### config.mk
export PLATFORM = sky130hd
export DESIGN_NAME = pcm16_to_g711_encoder_top_flat
export DESIGN_NICKNAME = d
export VERILOG_FILES = /design/src/hdl/g711enc_pkg.sv /design/src/hdl/g711enc_if.sv /design/src/hdl/pcm16_to_g711_encoder_top.sv /design/src/flat_wrapper.sv
export SDC_FILE = /design/constraint.sdc
export NUM_CORES = 1
export LEC_CHECK = 0
export BUFFER_PORTS_ARGS = -buffer_cell sky130_fd_sc_hd__buf_4
export CORE_UTILIZATION = 30
export DETAILED_ROUTE_END_ITERATION = 8
export SLEW_MARGIN = 40
export SYNTH_ARGS = -nofsm -noshare
export SYNTH_HDL_FRONTEND = slang
export SYNTH_SLANG_ARGS = --single-unit
export TNS_END_PERCENT = 100
### constraint.sdc
create_clock -name clock -period 7 [get_ports clock]
set_clock_uncertainty 0.1 [all_clocks]
set_input_delay 0 -clock clock [delete_from_list [all_inputs] [get_ports clock]]
set_output_delay 0 -clock clock [all_outputs]
set_load 0.01 [all_outputs]
### src/hdl/g711enc_pkg.sv
// Shared types and constants for the PCM16 to G.711 encoder.
// No dependencies; compiled before the interfaces and the top level.
`default_nettype none

package g711enc_pkg;

   typedef logic [7:0]  byte_type;
   typedef logic [15:0] sample_type;
   typedef logic [2:0]  seg_type;
   typedef logic [3:0]  mant_type;

   // Configuration register map, one 32-bit register every four bytes.
   localparam int unsigned CSR_ADDR_W = 3;
   typedef logic [CSR_ADDR_W-1:0] csr_addr_type;

   typedef enum logic {
      CSR_LAW_SELECT = 1'b0,
      CSR_BYTE_ORDER = 1'b1
   } csr_index_type;

   typedef enum logic {
      LAW_A  = 1'b0,
      LAW_MU = 1'b1
   } law_type;

   typedef enum logic {
      ORDER_BIG    = 1'b0,
      ORDER_LITTLE = 1'b1
   } order_type;

   localparam sample_type ALAW_CLIP    = 16'd32767;
   localparam sample_type ULAW_CLIP    = 16'd32635;
   localparam sample_type ULAW_BIAS    = 16'h0084;
   localparam byte_type   ALAW_XOR     = 8'hD5;
   localparam byte_type   ULAW_ZERO    = 8'h02;
   localparam byte_type   SIGN_BIT     = 8'h80;

endpackage : g711enc_pkg

`default_nettype wire

### src/hdl/g711enc_if.sv
// Valid/ready stream interfaces for the encoder's byte input and code output.
// Depends on g711enc_pkg for the payload types.
`default_nettype none

interface g711enc_req_if;
   import g711enc_pkg::*;

   logic     valid;
   logic     ready;
   byte_type data_byte;
   logic     frame_end;

   modport source (output valid, output data_byte, output frame_end, input ready);
   modport sink   (input valid, input data_byte, input frame_end, output ready);
endinterface : g711enc_req_if

interface g711enc_rsp_if;
   import g711enc_pkg::*;

   logic     valid;
   logic     ready;
   byte_type code_byte;
   logic     last_code;

   modport source (output valid, output code_byte, output last_code, input ready);
   modport sink   (input valid, input code_byte, input last_code, output ready);
endinterface : g711enc_rsp_if

`default_nettype wire

### src/hdl/pcm16_to_g711_encoder_top.sv
// Top level of the PCM16 to G.711 (A-law / mu-law) encoder.
// Depends on g711enc_pkg and the stream interfaces in g711enc_if.sv.
//
// Usage:
//   The req_stream channel carries one byte of a 16-bit PCM stream per word,
//   with frame_end marking the last byte of a frame. Consecutive bytes are
//   paired into one sample in the order set by the byte_order register; a
//   first byte that carries frame_end is dropped and pairing starts afresh.
//   Every completed pair yields one word on rsp_stream: the 8-bit G.711 code
//   chosen by law_select, with last_code copying the second byte's frame_end.
//   The first byte of a pair produces no output word.
//
//   The code of a pair reaches rsp_stream through two registers, the sample
//   register and then the code register.
//   Throughput: one byte per cycle while rsp_stream is not stalled; the
//   companding logic (negate, clip, bias add, segment priority encode,
//   mantissa shift) fits between the sample register and the code register.
//   When the receiver stalls, the code register holds its word and the
//   sample register fills; req_stream.ready then drops until space opens.
//   Reset (synchronous, active high) empties both pipeline stages, forgets
//   any held first byte and returns both registers to A-law, big endian.
//   The csr_ APB port always completes in its access cycle (pready high).
`default_nettype none

module pcm16_to_g711_encoder_top (
   input  wire                        clock,
   input  wire                        reset,
   g711enc_req_if.sink                req_stream,
   g711enc_rsp_if.source              rsp_stream,
   input  wire                        csr_psel,
   input  wire                        csr_penable,
   input  wire                        csr_pwrite,
   input  wire g711enc_pkg::csr_addr_type csr_paddr,
   input  wire [31:0]                 csr_pwdata,
   output logic [31:0]                csr_prdata,
   output logic                       csr_pready
);
   import g711enc_pkg::*;

   // Configuration registers.
   law_type    law_ff, law_in;
   order_type  order_ff, order_in;
   csr_index_type csr_index;
   logic       csr_write;

   // Byte pairing state.
   byte_type   held_ff, held_in;
   logic       have_first_ff, have_first_in;

   // Sample register (first pipeline stage).
   logic       s1_valid_ff, s1_valid_in;
   sample_type s1_sample_ff, s1_sample_in;
   logic       s1_last_ff, s1_last_in;
   law_type    s1_law_ff, s1_law_in;

   // Code register (output stage).
   logic       out_valid_ff, out_valid_in;
   byte_type   out_code_ff, out_code_in;
   logic       out_last_ff, out_last_in;

   logic       out_ready;
   logic       s1_ready;
   logic       req_fire;
   logic       pair_done;

   // Companding datapath.
   logic       sign;
   sample_type mag_abs;
   sample_type mag_a;
   sample_type mag_u_clip;
   sample_type mag_u;
   seg_type    seg_a;
   seg_type    seg_u;
   mant_type   mant_a;
   mant_type   mant_u;
   byte_type   code_a;
   byte_type   code_u;
   byte_type   code_u_raw;

   // Segment: 7 when bit 14 is set, down to 1 for bit 8, else 0.
   function automatic seg_type seg_of(input sample_type mag);
      seg_type seg;
      unique casez (mag[14:8])
         7'b1??????: seg = 3'd7;
         7'b01?????: seg = 3'd6;
         7'b001????: seg = 3'd5;
         7'b0001???: seg = 3'd4;
         7'b00001??: seg = 3'd3;
         7'b000001?: seg = 3'd2;
         7'b0000001: seg = 3'd1;
         default:    seg = 3'd0;
      endcase
      return seg;
   endfunction

   // Four mantissa bits starting at bit seg+3.
   function automatic mant_type mant_at(input sample_type mag, input seg_type seg);
      sample_type shifted;
      shifted = mag >> ({1'b0, seg} + 4'd3);
      return shifted[3:0];
   endfunction

   // ------------------------------------------------------------------
   // Configuration port
   // ------------------------------------------------------------------
   assign csr_pready = 1'b1;
   assign csr_write  = csr_psel && csr_penable && csr_pwrite;
   assign csr_index  = csr_index_type'(csr_paddr[2]);

   always_comb begin
      law_in   = law_ff;
      order_in = order_ff;
      if (csr_write) begin
         unique case (csr_index)
            CSR_LAW_SELECT: law_in   = law_type'(csr_pwdata[0]);
            CSR_BYTE_ORDER: order_in = order_type'(csr_pwdata[0]);
            default:        law_in   = law_ff;
         endcase
      end
   end

   always_comb begin
      unique case (csr_index)
         CSR_LAW_SELECT: csr_prdata = {31'd0, law_ff};
         CSR_BYTE_ORDER: csr_prdata = {31'd0, order_ff};
         default:        csr_prdata = 32'd0;
      endcase
   end

   // ------------------------------------------------------------------
   // Handshake and byte pairing
   // ------------------------------------------------------------------
   assign out_ready        = !out_valid_ff || rsp_stream.ready;
   assign s1_ready         = !s1_valid_ff || out_ready;
   assign req_stream.ready = s1_ready;
   assign req_fire         = req_stream.valid && s1_ready;
   assign pair_done        = req_fire && have_first_ff;

   always_comb begin
      held_in       = held_ff;
      have_first_in = have_first_ff;
      if (req_fire) begin
         if (have_first_ff) begin
            have_first_in = 1'b0;
         end else if (!req_stream.frame_end) begin
            // A lone byte that ends a frame is simply dropped.
            held_in       = req_stream.data_byte;
            have_first_in = 1'b1;
         end
      end
   end

   always_comb begin
      s1_valid_in  = s1_valid_ff && !out_ready;
      s1_sample_in = s1_sample_ff;
      s1_last_in   = s1_last_ff;
      s1_law_in    = s1_law_ff;
      if (pair_done) begin
         s1_valid_in  = 1'b1;
         s1_sample_in = (order_ff == ORDER_LITTLE) ? {req_stream.data_byte, held_ff}
                                                   : {held_ff, req_stream.data_byte};
         s1_last_in   = req_stream.frame_end;
         s1_law_in    = law_ff;
      end
   end

   // ------------------------------------------------------------------
   // Companding: sign/magnitude, clip, segment, mantissa
   // ------------------------------------------------------------------
   assign sign    = s1_sample_ff[15];
   // Negation wraps, so the most negative sample stays 0x8000 and clips below.
   assign mag_abs = sign ? (~s1_sample_ff + 16'd1) : s1_sample_ff;

   assign mag_a  = (mag_abs > ALAW_CLIP) ? ALAW_CLIP : mag_abs;
   assign seg_a  = seg_of(mag_a);
   assign mant_a = (seg_a < 3'd2) ? mag_a[7:4] : mant_at(mag_a, seg_a);
   assign code_a = {sign, seg_a, mant_a} ^ ALAW_XOR;

   assign mag_u_clip = (mag_abs > ULAW_CLIP) ? ULAW_CLIP : mag_abs;
   assign mag_u      = mag_u_clip + ULAW_BIAS;
   assign seg_u      = seg_of(mag_u);
   assign mant_u     = mant_at(mag_u, seg_u);
   assign code_u_raw = ~{sign, seg_u, mant_u};
   // An all-zero mu-law code is replaced to avoid long runs of zeros on the line.
   assign code_u     = (code_u_raw == 8'd0) ? ULAW_ZERO : code_u_raw;

   always_comb begin
      out_valid_in = out_valid_ff;
      out_code_in  = out_code_ff;
      out_last_in  = out_last_ff;
      if (out_ready) begin
         out_valid_in = s1_valid_ff;
         out_code_in  = (s1_law_ff == LAW_MU) ? code_u : code_a;
         out_last_in  = s1_last_ff;
      end
   end

   assign rsp_stream.valid     = out_valid_ff;
   assign rsp_stream.code_byte = out_code_ff;
   assign rsp_stream.last_code = out_last_ff;

   // ------------------------------------------------------------------
   // Registers
   // ------------------------------------------------------------------
   always_ff @(posedge clock) begin
      if (reset) begin
         law_ff        <= LAW_A;
         order_ff      <= ORDER_BIG;
         have_first_ff <= 1'b0;
         s1_valid_ff   <= 1'b0;
         out_valid_ff  <= 1'b0;
      end else begin
         law_ff        <= law_in;
         order_ff      <= order_in;
         have_first_ff <= have_first_in;
         s1_valid_ff   <= s1_valid_in;
         out_valid_ff  <= out_valid_in;
      end
   end

   always_ff @(posedge clock) begin
      held_ff      <= held_in;
      s1_sample_ff <= s1_sample_in;
      s1_last_ff   <= s1_last_in;
      s1_law_ff    <= s1_law_in;
      out_code_ff  <= out_code_in;
      out_last_ff  <= out_last_in;
   end

endmodule : pcm16_to_g711_encoder_top

`default_nettype wire

### src/flat_wrapper.sv
// flat-port wrapper written by rule: the top's interface ports become plain ports
module pcm16_to_g711_encoder_top_flat import g711enc_pkg::*;
  (clock, reset, csr_psel, csr_penable, csr_pwrite, csr_paddr, csr_pwdata, csr_prdata, csr_pready, req_stream_valid, req_stream_data_byte, req_stream_frame_end, req_stream_ready, rsp_stream_valid, rsp_stream_code_byte, rsp_stream_last_code, rsp_stream_ready);
  g711enc_req_if req_stream_i ();
  g711enc_rsp_if rsp_stream_i ();
  input  wire clock;
  input  wire reset;
  input  wire csr_psel;
  input  wire csr_penable;
  input  wire csr_pwrite;
  input  wire g711enc_pkg::csr_addr_type csr_paddr;
  input  wire [31:0] csr_pwdata;
  output logic [31:0] csr_prdata;
  output logic csr_pready;
  input wire logic [$bits(req_stream_i.valid)-1:0] req_stream_valid;
  input wire logic [$bits(req_stream_i.data_byte)-1:0] req_stream_data_byte;
  input wire logic [$bits(req_stream_i.frame_end)-1:0] req_stream_frame_end;
  output wire logic [$bits(req_stream_i.ready)-1:0] req_stream_ready;
  output wire logic [$bits(rsp_stream_i.valid)-1:0] rsp_stream_valid;
  output wire logic [$bits(rsp_stream_i.code_byte)-1:0] rsp_stream_code_byte;
  output wire logic [$bits(rsp_stream_i.last_code)-1:0] rsp_stream_last_code;
  input wire logic [$bits(rsp_stream_i.ready)-1:0] rsp_stream_ready;
  assign req_stream_i.valid = req_stream_valid;
  assign req_stream_i.data_byte = req_stream_data_byte;
  assign req_stream_i.frame_end = req_stream_frame_end;
  assign req_stream_ready = req_stream_i.ready;
  assign rsp_stream_valid = rsp_stream_i.valid;
  assign rsp_stream_code_byte = rsp_stream_i.code_byte;
  assign rsp_stream_last_code = rsp_stream_i.last_code;
  assign rsp_stream_i.ready = rsp_stream_ready;
  pcm16_to_g711_encoder_top u_core (.clock(clock), .reset(reset), .req_stream(req_stream_i), .rsp_stream(rsp_stream_i), .csr_psel(csr_psel), .csr_penable(csr_penable), .csr_pwrite(csr_pwrite), .csr_paddr(csr_paddr), .csr_pwdata(csr_pwdata), .csr_prdata(csr_prdata), .csr_pready(csr_pready));
endmodule
[Word level (Yosys, flattened, before mapping)]
Cells that the tools add are included.
Word-level totals
  register bits: 40
  bits of input ports: 51
  output and inout port bits: 44
  word-level logic and storage cells: 65
Cells by class
  $add $sub $neg: 4
  order comparisons: 3
  equality and inequality tests: 12
  shifts and indexed selects: 2
  multiplexer cells: 13
  bitwise gates (word level): 6
  reductions and logical operators: 14
Operators by type and width (count)
  $mux 16: 4
  $pmux 32 s2: 1
  $pmux 3 s7: 2
  $gt 16x15->1 const B: 2
  $shr 16x4->4: 2
  $add 16x1->16 const B: 1
  $add 16x8->16 const B: 1
  $mux 8: 2
  $not 16->16: 1
  $eq 7x1->1 const B: 2
  $eq 6x1->1 const B: 2
  $eq 5x1->1 const B: 2
  $add 3x2->4 const B: 2
  $eq 4x1->1 const B: 2
  $logic_not 8->1: 1
  $not 8->8: 1
  $eq 3x1->1 const B: 2
  $logic_and 1x1->1: 5
  $not 5->5: 1
  $eq 2x1->1 const B: 2
  $mux 4: 1
  $reduce_and 2->1: 2
  $logic_not 1->1: 3
  $lt 3x2->1 const B: 1
  other kinds (4): 9

[Longest topological paths before layout]
  depth after elaboration: 14
  depth in mapped cells: 24
  depth with buffers taken out: 20

[Worst setup path after synthesis]
OpenSTA, ideal clock, no wires.
  path kind: register to register
  from: register u_core.s1_sample_ff[0]
  to: register u_core.out_code_ff[3] (netlist: u_core.rsp_stream.code_byte[3]), data pin
  library setup time: 0.130 ns
  arrival: 5.266 ns
  data required time: 6.770 ns
  setup slack: 1.505 ns
  cell stages (with the launch flop): 24
  period minus slack after synthesis: 5.495 ns
  cells stage by stage: edfxtp_1 -> inv_1 -> ha_1 -> or4b_4 -> buf_6 -> o31ai_2 -> xor2_2 -> nor2_1 -> nand4_1 -> and2_1 -> clkbuf_1 -> nand2_1 -> ha_1 -> clkbuf_2 -> nor2b_1 -> a21o_1 -> and3_1 -> or3_4 -> a21o_1 -> a221o_2 -> mux2_4 -> a22o_1 -> a211oi_1 -> mux2_2
Between the ends
  cells in the longest elaborated chain, start to end: 14
  elaborated cells between the ends (all ways): 32
  classes of those cells: 4 x add/sub; 3 x order compare; 12 x eq/ne; 2 x shift; 8 x mux; 2 x bitwise; 1 x reduce/logical
RTL lines
  start, declared: RTL line pcm16_to_g711_encoder_top.sv:52  | sample_type s1_sample_ff, s1_sample_in;
  start signal, assigned: RTL line pcm16_to_g711_encoder_top.sv:223  | s1_sample_ff <= s1_sample_in;
  $not 16->16: RTL line pcm16_to_g711_encoder_top.sv:172  | assign mag_abs = sign ? (~s1_sample_ff + 16'd1) : s1_sample_ff;
  $add 16x1->16: RTL line pcm16_to_g711_encoder_top.sv:172
  $mux 16 (*): RTL line pcm16_to_g711_encoder_top.sv:172
  $gt 16x15->1: RTL line pcm16_to_g711_encoder_top.sv:179  | assign mag_u_clip = (mag_abs > ULAW_CLIP) ? ULAW_CLIP : mag_abs;
  $mux 16: RTL line pcm16_to_g711_encoder_top.sv:179
  $add 16x8->16: RTL line pcm16_to_g711_encoder_top.sv:180  | assign mag_u = mag_u_clip + ULAW_BIAS;
  $eq 7x1->1 (tied with other cells): RTL line pcm16_to_g711_encoder_top.sv:83  | unique casez (mag[14:8])
  $pmux 3 s7: RTL line pcm16_to_g711_encoder_top.sv:83
  $add 3x2->4: RTL line pcm16_to_g711_encoder_top.sv:99  | shifted = mag >> ({1'b0, seg} + 4'd3);
  $shr 16x4->4: RTL line pcm16_to_g711_encoder_top.sv:99
  $not 8->8: RTL line pcm16_to_g711_encoder_top.sv:183  | assign code_u_raw = ~{sign, seg_u, mant_u};
  $logic_not 8->1: RTL line pcm16_to_g711_encoder_top.sv:185  | assign code_u = (code_u_raw == 8'd0) ? ULAW_ZERO : code_u_raw;
  $mux 8: RTL line pcm16_to_g711_encoder_top.sv:185
  $mux 8 (*): RTL line pcm16_to_g711_encoder_top.sv:193  | out_code_in = (s1_law_ff == LAW_MU) ? code_u : code_a;
  end signal, assigned: RTL line pcm16_to_g711_encoder_top.sv:226  | out_code_ff <= out_code_in;
  end, declared: RTL line pcm16_to_g711_encoder_top.sv:58  | byte_type out_code_ff, out_code_in;
Every way passes the cells marked *; elsewhere a longest branch is shown, timed or not.
A chain may end at the register's enable or synchronous reset.

[Final worst setup path]
  from: register u_core.s1_sample_ff[5]
  to: register u_core.out_code_ff[3] (netlist: u_core.rsp_stream.code_byte[3]), data pin
The elaborated chain is that of the path after synthesis.

==> impl_metrics.py <==
metrics = {
    "outcome": {
        "status": "finished clean",
    },
    "setup_path": {
        "critical_path.max_fanout": 10,
        "cp-start-kind": "register",
        "worst-endpoint-required_ps": 7050,
        "end_kind": "register",
        "path_cells": "or4_1 -> o31a_1 -> xnor2_1 -> a211oi_2 -> nand4_1 -> nand2_1 -> nor2_1 -> ha_1 -> nor2b_1 -> a21o_1 -> and3_1 -> or3_4 -> a21o_1 -> a221o_2 -> mux2_4 -> a22o_1 -> a211oi_1 -> mux2_2",
        "regToRegSetupSlack_ps": 680,
        "crit_top_cell": "a21o_1",
        "max_stage_delay_ps": 650,
        "cpLargestDelayFamily": "compound AO/OA/AOI/OAI gates",
        "crit_slowest_cell": "or4_1",
        "cp_num_buf_inv": 0,
        "crit_type": "reg -> reg",
        "cp.arrival_ps": 6370,
    },
    "final_layout": {
        "stdcell_count": 549,
        "layout_commonest_cell": "edfxtp_1",
        "final_cell_mix": "35 x edfxtp_1, 32 x nor2_1, 32 x conb_1",
        "antenna_cells": 0,
        "syn_to_final_growth_pct": 14.1,
        "drive_above_1_share": 0.220,
        "nNetsFinal": 461,
    },
    "grt": {
        "grt_max_degree": 20,
        "grt_pass1_wl_um": 13200,
        "grt_remaining_overflow": 0,
        "first_global_vias": 2714,
        "grtUsageTotal": 0.139,
        "grt_antenna_before_repair": 0,
    },
    "floorplanning": {
        "die_height_um": 110,
        "initial_utilization": 0.314,
        "rows": 38,
        "io-pin-count": 95,
        "core_um2": 11100,
        "dieArea_um2": 12000,
        "die_w_um": 110,
    },
    "pwr": {
        "power_density_nw_per_um2": 164,
        "vdd_drop_max_mv": 0.154,
        "p_leak_nw": 1.52,
        "finalPower_w": 0.000652,
    },
    "sta": {
        "period_needed_ps": 6320,
        "fmax_mhz": 158,
        "final-setup-viol-count": 0,
        "hold_viol": 0,
        "setup_ws_ps": 684,
        "relSlewSlack": 0.473,
        "fin_tns_setup_ps": 0,
        "slew_viol_final": 0,
        "finalCritPeriodShare": 0.902,
        "rsz0062_at_grt": "no",
        "tightestPinTransition_ps": 791,
    },
    "job": {
        "timing.max_cap.violations": 0,
    },
    "drt": {
        "post_drt_via_cell_ratio": 5.25,
        "drtIter0Drc": 187,
        "wl_per_cell_um": 14.4,
        "drtPass1Iterations": 4,
        "detail-route-antenna-nets": 0,
        "drc_errors": 0,
        "vias": 2880,
        "drt-total-wl_um": 7930,
    },
    "placement": {
        "dp_hpwl_um": 5880,
        "numPortBuffers": 29,
        "dp_cells": 527,
        "place_ws_ps": 830,
        "finalWeightedCongestion": 0.895,
    },
    "logic_synthesis": {
        "synthCells": 379,
        "synth_ff_type": "edfxtp_1",
        "seq_area_frac_synth": 0.331,
        "yosys.area_share.adder": 0.00719,
        "async_reset_ff_frac": 0,
        "synthSimpleGateAreaFrac": 0.198,
        "synth_xor_area_frac": 0.0647,
        "ys_seq_elements": 40,
        "syn_area_um2": 3480,
        "yosys_warnings": 0,
        "avgSynthCellArea_um2": 9.18,
        "synth_mux_area_frac": 0.107,
        "synth_top_family_by_area": "simple AND/OR/NAND/NOR gates",
        "synth-edff-count": 35,
        "synth.distinct_cells": 71,
        "synth_compound_area_frac": 0.182,
    },
    "clock_tree": {
        "cts.path.max_buffers": 2,
        "clkLatencyLatePin_ps": 280,
        "numCtsBuffers": 5,
        "htreeDepth": 2,
        "clock-root-buffer": "clkbuf_16",
        "clk_pin_slew_worst_paths_ps": 60,
        "cts_tree": "done",
        "clock-sinks": 40,
    },
    "min_path": {
        "hp-class": "in -> reg",
    },
}
==> state kept, by name (all words and copies together), names as in the netlist <==
name and flops:
u_core.s1_sample_ff 16, u_core.held_ff 8, u_core.rsp_stream.code_byte 8, u_core.have_first_ff 1, u_core.law_ff 1, u_core.order_ff 1
u_core.rsp_stream.last_code 1, u_core.rsp_stream.valid 1, u_core.s1_last_ff 1, u_core.s1_law_ff 1, u_core.s1_valid_ff 1
==> per-stage QoR <==
step                      hold WS (ps)   util  area, um^2
after global routing              34.7  0.358        3970
after detailed placement          94.5  0.329        3650
after global placement            93.7  0.329        3650
after CTS                         6.21  0.358        3970
final                            0.970  0.358        3970
after floorplan                  -30.9      -        3590
==> metal layers <==
| metal | vias to the layer above | part of all wire | wire length (um) | GRT usage |
|---|---|---|---|---|
| met2 | 110 | 0.49 | 3920 | 0.249 |
| met5 | - | 0 | 0 | 0 |
| li1 | 1396 | - | - | - |
| met1 | 1367 | 0.46 | 3620 | 0.182 |
| met4 | 0 | 0.0091 | 72 | 0.0257 |
| met3 | 7 | 0.040 | 320 | 0.0142 |
==> cell usage after synthesis, types with 3 or more instances <==
| library cell | n | area, um^2 |
|---|---|---|
| nand3b_1 | 4 | 30.0 |
| nor2_1 | 32 | 120 |
| buf_6 | 3 | 33.8 |
| a211oi_1 | 5 | 37.5 |
| nand2_1 | 29 | 109 |
| nand4_1 | 6 | 37.5 |
| xnor2_1 | 15 | 131 |
| a21oi_1 | 19 | 95.1 |
| clkbuf_1 | 11 | 41.3 |
| dfxtp_1 | 5 | 100 |
| mux2i_1 | 11 | 110 |
| o21ai_0 | 24 | 120 |
| a21o_1 | 3 | 22.5 |
| mux2_2 | 22 | 248 |
| or2_2 | 5 | 31.3 |
| and3_1 | 6 | 37.5 |
| inv_1 | 7 | 26.3 |
| edfxtp_1 | 35 | 1050 |
| nand3_1 | 15 | 75.1 |
| a31o_2 | 3 | 26.3 |
| xor2_1 | 7 | 61.3 |
| nor3_1 | 9 | 45.0 |
| o211ai_1 | 5 | 37.5 |
| buf_4 | 34 | 255 |
| nor2b_1 | 4 | 25.0 |
==> area by class of cell <==
| cell class | count | area [um^2] |
|---|---|---|
| Clock buffer | 8 | 179 |
| Inverter | 7 | 26.3 |
| Tap cell | 140 | 175 |
| Multi-Input combinational cell | 310 | 2070 |
| Timing Repair Buffer | 44 | 365 |
| Sequential cell | 40 | 1150 |
| Fill cell | 1122 | 7110 |
==> path summary, 6_finish.rpt <==
kind              cells past startpoint                              from                                  endpoint
setup / recovery                     18  u_core.s1_sample_ff[5]$_DFFE_PP_  u_core.rsp_stream.code_byte[3]$_DFFE_PP_
hold / removal                        4                       csr_penable              u_core.order_ff$_SDFFE_PP0P_
setup reg to reg                     18  u_core.s1_sample_ff[5]$_DFFE_PP_  u_core.rsp_stream.code_byte[3]$_DFFE_PP_
hold reg to reg                       0       u_core.s1_last_ff$_DFFE_PP_     u_core.rsp_stream.last_code$_DFFE_PP_
==> worst min-delay path: cells and delay by family <==
family | cells | cell delay [ps]
AND/OR/NAND/NOR | 2 | 160
multiplexers | 1 | 80
buffers and inverters | 1 | 110
==> repair_timing <==
action	4_1_cts	5_1_grt
hold buffers	14	0
resized for setup	0	0
buffers inserted	0	0
setup endpoints to repair	0	0
hold endpoints to repair	30	0
==> kinds of logic (layout without fill, tap and decap cells) <==
family,count (synthesis),after routing
xor gates and xnor gates,24,24
and+or+nand+nor,132,132
DFF,40,40
AOI/OAI and AO/OA,86,86
buffers and inverters,59,59
muxes,34,34
adders and majority gates,2,2
other,2,32
==> where the power goes <==
| group | switching, W | total [W] | internal (W) | leakage (nW) |
|---|---|---|---|---|
| logic | 0.0000618 | 0.000110 | 0.0000479 | 1.06 |
| clock network | 0.0000886 | 0.000264 | 0.000176 | 0.0874 |
| registers | 0.00000815 | 0.000278 | 0.000270 | 0.377 |
No activity file was read; power rests on OpenSTA's default activity.
